===== config.mk =====
export PLATFORM = sky130hd
export DESIGN_NAME = header_synced_frame_receiver
export DESIGN_NICKNAME = d
export VERILOG_FILES = /design/src/rtl/hsfr_pkg.sv /design/src/rtl/header_synced_frame_receiver.sv
export SDC_FILE = /design/constraint.sdc
export NUM_CORES = 1
export LEC_CHECK = 0
export BUFFER_PORTS_ARGS = -buffer_cell sky130_fd_sc_hd__buf_2
export CORE_ASPECT_RATIO = 0.8
export CORE_MARGIN = 1.5
export CORE_UTILIZATION = 30
export CTS_CLUSTER_DIAMETER = 40
export DETAILED_ROUTE_END_ITERATION = 16
export PLACE_DENSITY = 0.56
export SLEW_MARGIN = 20
export SYNTH_ARGS = -nofsm -noshare
export SYNTH_HDL_FRONTEND = slang
export SYNTH_SLANG_ARGS = --single-unit
export TNS_END_PERCENT = 30

===== constraint.sdc =====
create_clock -name clk -period 5.5 [get_ports clk]
set_input_delay 0.825 -clock clk [delete_from_list [all_inputs] [get_ports clk]]
set_output_delay 0.825 -clock clk [all_outputs]
set_load 0.02 [all_outputs]

===== src/rtl/hsfr_pkg.sv =====
// ----------------------------------------------------------------------------
// hsfr_pkg
// Shared types and constants of the header-synced frame receiver.
// ----------------------------------------------------------------------------
package hsfr_pkg;

	// Frame geometry
	localparam int          FRAME_LENGTH = 19;
	localparam int          COUNT_W      = 7;
	localparam logic [COUNT_W-1:0] FRAME_LEN_C = COUNT_W'(FRAME_LENGTH);

	// Header pattern and the bytes it is made of
	localparam logic [7:0]  HDR_BYTE0    = 8'h55;
	localparam logic [7:0]  HDR_BYTE1    = 8'h01;
	localparam logic [7:0]  HDR_BYTE2    = 8'h00;
	localparam logic [23:0] HDR_PATTERN  = {HDR_BYTE0, HDR_BYTE1, HDR_BYTE2};

	// Timeout register reset value and idle count ceiling
	localparam logic [15:0] GAP_TIMEOUT_RST = 16'd100;
	localparam logic [15:0] IDLE_MAX        = 16'hffff;

	// Result queue geometry
	localparam int          RQ_DEPTH = 4;
	localparam int          RQ_PTR_W = $clog2(RQ_DEPTH);
	localparam int          RQ_CNT_W = $clog2(RQ_DEPTH + 1);
	localparam int          MAX_RES  = 3;

	// Input operation codes
	typedef enum logic {
		OP_BYTE = 1'b0,
		OP_TICK = 1'b1
	} op_t;

	// Result kinds
	typedef enum logic {
		KIND_BYTE    = 1'b0,
		KIND_DISCARD = 1'b1
	} kind_t;

	// One result transaction
	typedef struct packed {
		kind_t      kind;
		logic [7:0] frame_byte;
		logic [5:0] byte_index;
		logic       frame_last;
		logic [6:0] discard_length;
	} result_t;

endpackage


===== src/rtl/header_synced_frame_receiver.sv =====
// ----------------------------------------------------------------------------
// header_synced_frame_receiver
// Hunts for the 55 01 00 header in a byte stream, then passes on a
// fixed-length frame with indices; drops a partial frame after a tick gap.
// ----------------------------------------------------------------------------
//
//  channel  | handshake             | payload
//  ---------+-----------------------+-----------------------------------------
//  input    | in_valid / in_ready   | operation, rx_byte
//  output   | out_valid / out_ready | out_kind, frame_byte, byte_index,
//           |                       | frame_last, discard_length
//  config   | cfg_we                | cfg_wdata (gap timeout, ticks)
//
//  An input transaction is registered, then processed combinationally against
//  the receiver state; its 0 to 3 results go into a 4-entry result queue.
//  One input transaction per cycle is accepted while the queue has room for
//  the results of the registered one; results leave one per cycle while
//  out_ready is high, and a header match yields three results.
//  Reset clears the state, the input register and the queue at once.
//  A stalled output holds the input side once the queue lacks room for all
//  results of the registered transaction.
//
module header_synced_frame_receiver (
	input  logic        clk,
	input  logic        arst_n,
	// input channel
	input  logic        in_valid,
	output logic        in_ready,
	input  logic        operation,
	input  logic [7:0]  rx_byte,
	// output channel
	output logic        out_valid,
	input  logic        out_ready,
	output logic        out_kind,
	output logic [7:0]  frame_byte,
	output logic [5:0]  byte_index,
	output logic        frame_last,
	output logic [6:0]  discard_length,
	// configuration
	input  logic        cfg_we,
	input  logic [15:0] cfg_wdata
);

	localparam int CW = hsfr_pkg::COUNT_W;
	localparam int PW = hsfr_pkg::RQ_PTR_W;
	localparam int NW = hsfr_pkg::RQ_CNT_W;

	// input register
	logic        valid_s1;
	logic        op_s1;
	logic [7:0]  byte_s1;

	// receiver state
	logic [15:0]   gap_timeout_q;
	logic          capturing_q;
	logic [23:0]   history_q;
	logic [CW-1:0] count_q;
	logic [15:0]   idle_q;

	// result queue
	hsfr_pkg::result_t rq_mem_q [hsfr_pkg::RQ_DEPTH];
	logic [PW-1:0] rq_wr_q;
	logic [PW-1:0] rq_rd_q;
	logic [NW-1:0] rq_cnt_q;

	// processing results
	hsfr_pkg::result_t res   [hsfr_pkg::MAX_RES];
	logic [1:0]        res_n;
	logic              capturing_d;
	logic [23:0]       history_d;
	logic [CW-1:0]     count_d;
	logic [15:0]       idle_d;
	logic              advance;
	logic              pop;
	logic [16:0]       idle_inc;
	logic [23:0]       history_sh;
	logic [CW-1:0]     count_inc;
	logic              hdr_ok;

	// Process the registered transaction
	always_comb begin
		res_n       = 2'd0;
		capturing_d = capturing_q;
		history_d   = history_q;
		count_d     = count_q;
		idle_d      = idle_q;
		idle_inc    = {1'b0, idle_q} + 17'd1;
		history_sh  = {history_q[15:0], byte_s1};
		count_inc   = count_q + CW'(1);
		hdr_ok      = (byte_s1 == hsfr_pkg::HDR_BYTE0) || (byte_s1 == hsfr_pkg::HDR_BYTE1) ||
		              (byte_s1 == hsfr_pkg::HDR_BYTE2);
		for (int i = 0; i < hsfr_pkg::MAX_RES; i++) begin
			res[i] = '{kind: hsfr_pkg::KIND_BYTE, frame_byte: 8'd0, byte_index: 6'd0,
			           frame_last: 1'b0, discard_length: 7'd0};
		end

		if (op_s1 == hsfr_pkg::OP_TICK) begin
			// advance the gap counter, drop a stale partial frame
			if (capturing_q && (idle_inc > {1'b0, gap_timeout_q})) begin
				res[0].kind           = hsfr_pkg::KIND_DISCARD;
				res[0].discard_length = count_q;
				res_n       = 2'd1;
				capturing_d = 1'b0;
				count_d     = '0;
			end
			idle_d = idle_inc[16] ? hsfr_pkg::IDLE_MAX : idle_inc[15:0];
		end else begin
			idle_d = '0;
			if (!capturing_q) begin
				// hunt: keep only header bytes in the history
				if (!hdr_ok) begin
					count_d = '0;
				end else begin
					history_d = history_sh;
					count_d   = count_inc;
					if (history_sh == hsfr_pkg::HDR_PATTERN) begin
						res[0].frame_byte = hsfr_pkg::HDR_BYTE0;
						res[0].byte_index = 6'd0;
						res[1].frame_byte = hsfr_pkg::HDR_BYTE1;
						res[1].byte_index = 6'd1;
						res[2].frame_byte = hsfr_pkg::HDR_BYTE2;
						res[2].byte_index = 6'd2;
						res_n       = 2'd3;
						count_d     = CW'(3);
						capturing_d = 1'b1;
					end
				end
			end else begin
				// capture: pass the byte on with its index
				res[0].frame_byte = byte_s1;
				res[0].byte_index = count_q[5:0];
				res[0].frame_last = (count_inc >= hsfr_pkg::FRAME_LEN_C);
				res_n   = 2'd1;
				count_d = count_inc;
				if (count_inc >= hsfr_pkg::FRAME_LEN_C) begin
					capturing_d = 1'b0;
					count_d     = '0;
				end
			end
		end
	end

	// Handshakes
	assign advance   = valid_s1 && ((NW+1)'(rq_cnt_q) + (NW+1)'(res_n) <=
	                                (NW+1)'(hsfr_pkg::RQ_DEPTH));
	assign in_ready  = !valid_s1 || advance;
	assign out_valid = (rq_cnt_q != '0);
	assign pop       = out_valid && out_ready;

	// Hold input register, state and queue pointers
	always_ff @(posedge clk or negedge arst_n) begin
		if (!arst_n) begin
			valid_s1      <= 1'b0;
			gap_timeout_q <= hsfr_pkg::GAP_TIMEOUT_RST;
			capturing_q   <= 1'b0;
			history_q     <= '0;
			count_q       <= '0;
			idle_q        <= '0;
			rq_wr_q       <= '0;
			rq_rd_q       <= '0;
			rq_cnt_q      <= '0;
		end else begin
			if (cfg_we) begin
				gap_timeout_q <= cfg_wdata;
			end
			if (in_ready) begin
				valid_s1 <= in_valid;
			end
			if (advance) begin
				capturing_q <= capturing_d;
				history_q   <= history_d;
				count_q     <= count_d;
				idle_q      <= idle_d;
				rq_wr_q     <= rq_wr_q + PW'(res_n);
			end
			if (pop) begin
				rq_rd_q <= rq_rd_q + PW'(1);
			end
			rq_cnt_q <= rq_cnt_q + (advance ? NW'(res_n) : NW'(0)) - (pop ? NW'(1) : NW'(0));
		end
	end

	// Load input payload and queue entries
	always_ff @(posedge clk) begin
		if (in_ready && in_valid) begin
			op_s1   <= operation;
			byte_s1 <= rx_byte;
		end
		if (advance) begin
			for (int i = 0; i < hsfr_pkg::MAX_RES; i++) begin
				if (2'(i) < res_n) begin
					rq_mem_q[rq_wr_q + PW'(i)] <= res[i];
				end
			end
		end
	end

	// Drive the head of the queue
	assign out_kind       = rq_mem_q[rq_rd_q].kind;
	assign frame_byte     = rq_mem_q[rq_rd_q].frame_byte;
	assign byte_index     = rq_mem_q[rq_rd_q].byte_index;
	assign frame_last     = rq_mem_q[rq_rd_q].frame_last;
	assign discard_length = rq_mem_q[rq_rd_q].discard_length;

	// Checks
	a_rq_bound: assert property (@(posedge clk) disable iff (!arst_n)
		rq_cnt_q <= NW'(hsfr_pkg::RQ_DEPTH))
		else $error("result queue overflow");

	a_cap_range: assert property (@(posedge clk) disable iff (!arst_n)
		capturing_q |-> (count_q >= CW'(3)) && (count_q < hsfr_pkg::FRAME_LEN_C))
		else $error("capture count out of frame range");

	a_stall_holds: assert property (@(posedge clk) disable iff (!arst_n)
		!in_ready |-> valid_s1)
		else $error("input stalled with empty input register");

	a_last_ends: assert property (@(posedge clk) disable iff (!arst_n)
		(advance && res_n == 2'd1 && res[0].frame_last) |=> !capturing_q && count_q == '0)
		else $error("capture not closed after last byte");

	a_hdr_starts: assert property (@(posedge clk) disable iff (!arst_n)
		(advance && res_n == 2'd3) |=> capturing_q && count_q == CW'(3))
		else $error("capture not started after header");

endmodule


# Yosys cells after proc, flatten, opt, wreduce, memory -nomap -nowiden
# Memory sizes are Yosys's and may differ from the RTL's.
# Cells that the tools add are included.
op_classes:
  bitwise_logic: 2
  n_mux: 47
  n_addsub: 9
  n_lt_le_gt_ge: 6
  reduce_logical: 12
  eq_ne: 4
ops:
  columns: ["cell", "n"]
  rows:
  - ["2-to-1 mux 7 bit", 11]
  - ["2-to-1 mux 14 bit", 3]
  - ["2-to-1 mux 16 bit", 2]
  - ["2-to-1 mux 13 bit", 2]
  - ["== test 24 x 23 -> 1 bit (second input constant)", 1]
  - ["2-to-1 mux 1 bit", 20]
  - ["adder 16 x 1 -> 17 bit (second input constant)", 1]
  - ["greater-than comparator 17 x 16 -> 1 bit", 1]
  - ["2-to-1 mux 2 bit", 8]
  - ["2-to-1 mux 15 bit", 1]
  - ["== test 8 x 1 -> 1 bit (second input constant)", 1]
  - ["== test 8 x 7 -> 1 bit (second input constant)", 1]
  - ["zero test 8 bit", 1]
  - ["adder 7 x 1 -> 7 bit (second input constant)", 1]
  - [">= comparator 7 x 5 -> 1 bit (second input constant)", 1]
  - ["adder 2 x 1 -> 2 bit (second input constant)", 2]
  - ["adder 3 x 2 -> 4 bit", 1]
  - ["less-or-equal comparator 4 x 3 -> 1 bit (second input constant)", 1]
  - ["logical AND 1 bit", 4]
  - ["< comparator 1 x 2 -> 1 bit (first input constant)", 2]
  - ["AND reduction 4 bit", 1]
  - ["adder 3 x 2 -> 3 bit", 1]
  - ["logical OR 1 bit", 3]
  - ["nonzero test 3 bit", 1]
  - ["8 further kinds", 9]
totals:
  elab_cells: 92
  mem_count: 1
  out_inout_bits: 25
  mem_bits_rw: 92
  in_bits: 30
  register_bits: 73
mem_list:
  columns: ["memory", "depth", "word_bits", "rd", "rd_ports_with_merged_regs", "write_ports", "line", "source"]
  rows:
  - ["rq_mem_q", 4, 23, 1, 0, 3, "header_synced_frame_receiver.sv:61", "hsfr_pkg::result_t rq_mem_q [hsfr_pkg::RQ_DEPTH];"]

# Longest topological paths before layout
logic_depth:
  word_depth: 12
  mapped_depth: 32
  ltp_nobuf: 29

# Worst setup path after synthesis
# OpenSTA, ideal clock, no wires.
synth_path:
  kind: "register -> register"
  from: "register idle_q[0]"
  to: "register rq_cnt_q[2]"
  arrival_ns: 5.771
  required_time_ns: 5.377
  path_buffers: 3
  synth_period_minus_slack_ns: 5.894
  path_stages_with_launch: 33
  path_slack_ns: -0.394
  setup_ns: 0.123
  cell_sequence: "dfrtp_1 -> ha_1 -> and3_1 -> nand2_1 -> nor2_1 -> and3_1 -> xor2_1 -> ha_1 -> a21o_1 -> a21o_1 -> a211oi_1 -> o21a_1 -> o21a_1 -> clkbuf_1 -> nor2_1 -> ha_1 -> inv_1 -> fa_1 -> nor2b_1 -> o221ai_1 -> a21oi_1 -> nand2_1 -> clkbuf_1 -> buf_2 -> nor2_1 -> inv_1 -> ha_1 -> inv_1 -> ha_1 -> inv_1 -> fa_1 -> xnor2_1 -> xnor2_1"
synth_between:
  elab_chain_cells: 11
synth_rtl:
  columns: ["element", "line", "source"]
  rows:
  - ["start, declared", "header_synced_frame_receiver.sv:58", "logic [15:0] idle_q;"]
  - ["start signal, assigned", "header_synced_frame_receiver.sv:173", "idle_q <= idle_d;"]
  - ["adder 16 x 1 -> 17 bit *", "header_synced_frame_receiver.sv:87", "idle_inc = {1'b0, idle_q} + 17'd1;"]
  - ["greater-than comparator 17 x 16 -> 1 bit *", "header_synced_frame_receiver.sv:99", "if (capturing_q && (idle_inc > {1'b0, gap_timeout_q})) begin"]
  - ["logical AND 1 bit *", "header_synced_frame_receiver.sv:99", null]
  - ["2-to-1 mux 1 bit *", "header_synced_frame_receiver.sv:99", null]
  - ["2-to-1 mux 2 bit *", "header_synced_frame_receiver.sv:97", "if (op_s1 == hsfr_pkg::OP_TICK) begin"]
  - ["adder 3 x 2 -> 4 bit", "header_synced_frame_receiver.sv:144", "assign advance = valid_s1 && ((NW+1)'(rq_cnt_q) + (NW+1)'(res_n) <="]
  - ["less-or-equal comparator 4 x 3 -> 1 bit", "header_synced_frame_receiver.sv:144", null]
  - ["logical AND 1 bit", "header_synced_frame_receiver.sv:144", null]
  - ["2-to-1 mux 2 bit *", "header_synced_frame_receiver.sv:179", "rq_cnt_q <= rq_cnt_q + (advance ? NW'(res_n) : NW'(0)) - (pop ? NW'(1) : NW'(0));"]
  - ["adder 3 x 2 -> 3 bit *", "header_synced_frame_receiver.sv:179", null]
  - ["subtractor 3 x 1 -> 3 bit *", "header_synced_frame_receiver.sv:179", null]
  - ["end signal, assigned", "header_synced_frame_receiver.sv:179", null]
  - ["end, declared", "header_synced_frame_receiver.sv:64", "logic [NW-1:0] rq_cnt_q;"]
# Mark *: on every way between the ends. The rest lies on a longest branch, timed or not.
# A chain may end at the register's enable or synchronous reset.

# Worst setup path after layout
layout_path:
  from: "register idle_q[0]"
  to: "output port in_ready"
layout_between:
  elab_chain_cells: 9
layout_rtl:
  columns: ["element", "line", "source"]
  rows:
  - ["adder 16 x 1 -> 17 bit", "header_synced_frame_receiver.sv:87", null]
  - ["greater-than comparator 17 x 16 -> 1 bit", "header_synced_frame_receiver.sv:99", null]
  - ["logical AND 1 bit", "header_synced_frame_receiver.sv:99", null]
  - ["2-to-1 mux 1 bit", "header_synced_frame_receiver.sv:99", null]
  - ["2-to-1 mux 2 bit", "header_synced_frame_receiver.sv:97", null]
  - ["adder 3 x 2 -> 4 bit", "header_synced_frame_receiver.sv:144", null]
  - ["less-or-equal comparator 4 x 3 -> 1 bit", "header_synced_frame_receiver.sv:144", null]
  - ["logical AND 1 bit", "header_synced_frame_receiver.sv:144", null]
  - ["logical OR 1 bit", "header_synced_frame_receiver.sv:146", "assign in_ready = !valid_s1 || advance;"]
  - ["end, declared", "header_synced_frame_receiver.sv:28", "output logic in_ready,"]
# No other way between the ends.

==> flow_metrics.tcl <==
set metrics [dict create \
    gp_congestion 0.8310 \
    fillers 2789 \
    hpwl_um 15550 \
    port_buffers 54 \
    syn2layout_area_growth_pct 18.71 \
    critPathCaptureType "output pin" \
    start_kind "flop" \
    tightest_slew_ns 1.121 \
    max_cap_violations 0 \
    nets 1000 \
    grt_pass1_vias 6708 \
    insertion_delay_ns 0.43 \
    min_path_type "in2async" \
    post-route-min-period_ns 5.255 \
    grt_use_total_pct 16.66 \
    async_flop_share_pct 38.79 \
    critPathMaxFanout 4 \
    core_area_um2 27300 \
    yosysSeqAreaShare_pct 45.08 \
    synth-edff-count 13 \
    max_freq_ghz 0.1903 \
    finalHoldViolations 0 \
    yosys-top-cells-count "o21ai_0, nand2_1, dfxtp_1" \
    die_y_um 152.1 \
    synth_area_leaders "dfxtp_1, dfrtp_1, o21ai_0" \
    die_area_um2 28800 \
    htreeDepth 4 \
    first_pass_iters 5 \
    setup_tns_ns 0 \
    routedWlPerCell_um 17.76 \
    yosysTopAreaCell "dfxtp_1" \
    drive_gt1_share_pct 23.64 \
    wl_um 23440 \
    finalClockSkew_ns 0.01295 \
    path_cells "ha_4 > and3_4 > nand2_2 > nor2_4 > and3_4 > xor2_2 > ha_1 > a21o_1 > a21o_1 > a211oi_2 > o21a_1 > o21a_1 > nor2_2 > ha_2 > inv_2 > fa_2 > nor2b_4 > buf_4 > o22ai_2 > nand2_1 > buf_2" \
    antenna_found_initial 0 \
    clk_pin_slew_worst_paths_ns 0.07 \
    via_per_inst 5.217 \
    grt_pass1_wl_um 37810 \
    cp.arrival_ns 4.43 \
    drt_iter0_markers 580 \
    cts_made_buffers 17 \
    vdd_drop_max_uv 224.7 \
    synth_area_um2 8334 \
    cts_tree "built" \
    maxSlewHeadroom_pct 25.00 \
    fp-row-count 54 \
    slowest_stage "dfrtp_2" \
    syn_area_per_cell_um2 9.312 \
    yosysMostFrequentCell "o21ai_0" \
    grt_max_degree 66 \
    clock_path_buffers 2 \
    crit_required_ns 4.68 \
    criticalPathCategory "reg2out" \
    min_period_over_period_pct 95.54 \
    syn_nets 952 \
    cts-root-buf "clkbuf_16" \
    yosysUniqueCellTypes 62 \
    ys_warn_count 0 \
    powerDensity_nw_per_um2 328.8 \
    io_pins 55 \
    antenna_cells 0 \
    vias 6887 \
    outcome "complete, no violations" \
    p_leak_nw 3.917 \
    fp.dieW_um 189.4 \
    yosys_register_bits 165 \
    clkSinkCount 165 \
    hold_ws_ns 0.2516 \
    overflow 0 \
    initial_core_util_pct 30.53 \
    antenna_left 0 \
    slew_viol_final 0 \
    yosysTopAreaCellShare_pct 21.14 \
    finalSetupViolations 0 \
    synthFlopType "dfxtp_1" \
    syn_inst 895 \
    cp_slowest_stage_delay_ns 0.43 \
    drcViolationCount 0 \
]
## critical path: cells and delay by family, from the launching register on
family | cells | cell delay (ns)
buf+inv | 3 | 0.36
fa+ha+maj | 4 | 1.14
xor+xnor | 1 | 0.14
flops | 1 | 0.43
simple gates | 7 | 0.87
compound gates | 6 | 1.07
## power by group
group          switching [mW]  internal, mW  leakage, nW
Clock                   0.526         0.643        0.274
Combinational           0.451         0.279         1.98
Sequential             0.0643          1.29         1.66
Total                    1.04          2.21         3.92
## cell families (layout without fill, tap and decap cells)
family / after synthesis / after routing / synth area share, %
XOR/XNOR: 22 / 22 / 2.312
adder cells (fa/ha/maj): 27 / 27 / 4.234
flip-flops: 165 / 165 / 45.08
AND/OR/NAND/NOR: 304 / 304 / 18.71
buffers and inverters: 99 / 160 / 4.729
multiplexers: 45 / 45 / 9.008
AO/OA/AOI/OAI: 233 / 233 / 15.93
## placed cells by master, fill, tap and decap left out, types with 4 or more instances in the layout
cell	count
buf_4	41
and4_1	5
or3_1	22
nor3_1	24
buf_2	54
o211ai_1	13
inv_6	4
o21ai_0	108
mux2_2	10
a31o_2	12
and2_1	9
dfrtp_1	59
and3_4	4
nand3_1	30
nand2b_1	6
edfxtp_1	13
nor2_1	25
inv_1	26
clkbuf_16	17
o22ai_1	5
a31oi_1	8
xor2_1	6
dfxtp_1	88
a21oi_1	64
mux4_2	23
ha_1	23
and3_1	11
xnor2_1	13
mux2i_1	12
nor3b_1	6
nand2_1	107
nand4_1	19
nor2_2	4
nor2_4	4
## timing repair
action | in CTS | in global routing
buffers inserted | 0 | 14
gates resized for setup | 0 | 35
setup endpoints to repair | 0 | 67
hold buffers | 0 | 0
## cell type report
class | instances | area [µm²] | area share (%)
well taps | 364 | 455.4 | 4.604
flip-flops and latches | 165 | 3760 | 38.00
clock inverters | 13 | 122.6 | 1.239
clock buffers | 19 | 442.9 | 4.477
repair buffers | 98 | 629.4 | 6.361
inverters | 30 | 112.6 | 1.138
multi-input cells | 631 | 4370 | 44.18
## routing by layer
layer  vias to the layer above  track usage (%)  routed length (µm)
met2                       152            24.42               10150
met3                        14            3.442                1075
met4                         0            4.006                 202
met5                         -                0                   0
met1                      3385            24.87               12020
li1                       3336                -                   -
## registers in the layout (all words and copies together) (netlist names)
| register | cells |
|---|---|
| gap_timeout_q | 16 |
| rq_wr_q | 2 |
| byte_s1 | 8 |
| idle_q | 16 |
| rq_cnt_q | 3 |
| rq_mem_q | 92 |
| rq_rd_q | 2 |
| count_q | 7 |
| history_q | 16 |
| valid_s1 | 1 |
| capturing_q | 1 |
| op_s1 | 1 |
## worst paths after layout
path | slack (ns) | start | cells after the start | to
worst max-delay path | 0.25 | idle_q[0] | 21 | in_ready
worst min-delay path | 0.25 | arst_n | 1 | valid_s1
worst max register to register | 0.25 | idle_q[0] | 28 | rq_cnt_q[2]
worst min register to register | 0.46 | rq_mem_q[2][15] | 2 | rq_mem_q[2][15]
max in group asynchronous | 4.22 | arst_n | 2 | idle_q[1]
min in group clk | 0.46 | rq_mem_q[2][15] | 2 | rq_mem_q[2][15]
## stage by stage
step	cell area, µm²	setup slack [ns]	util (%)	cells	power [mW]
floorplan	8383	0.01592	-	895	1.817
global placement	9074	0.2122	33.24	1275	2.025
detailed placement	9076	0.09948	33.25	1275	2.031
CTS	9642	0.02987	35.32	1307	3.199
global route	9893	-0.06240	36.24	1320	3.411
finish	9893	0.2453	36.24	1320	3.253
Power figures use the tool's default switching activity.
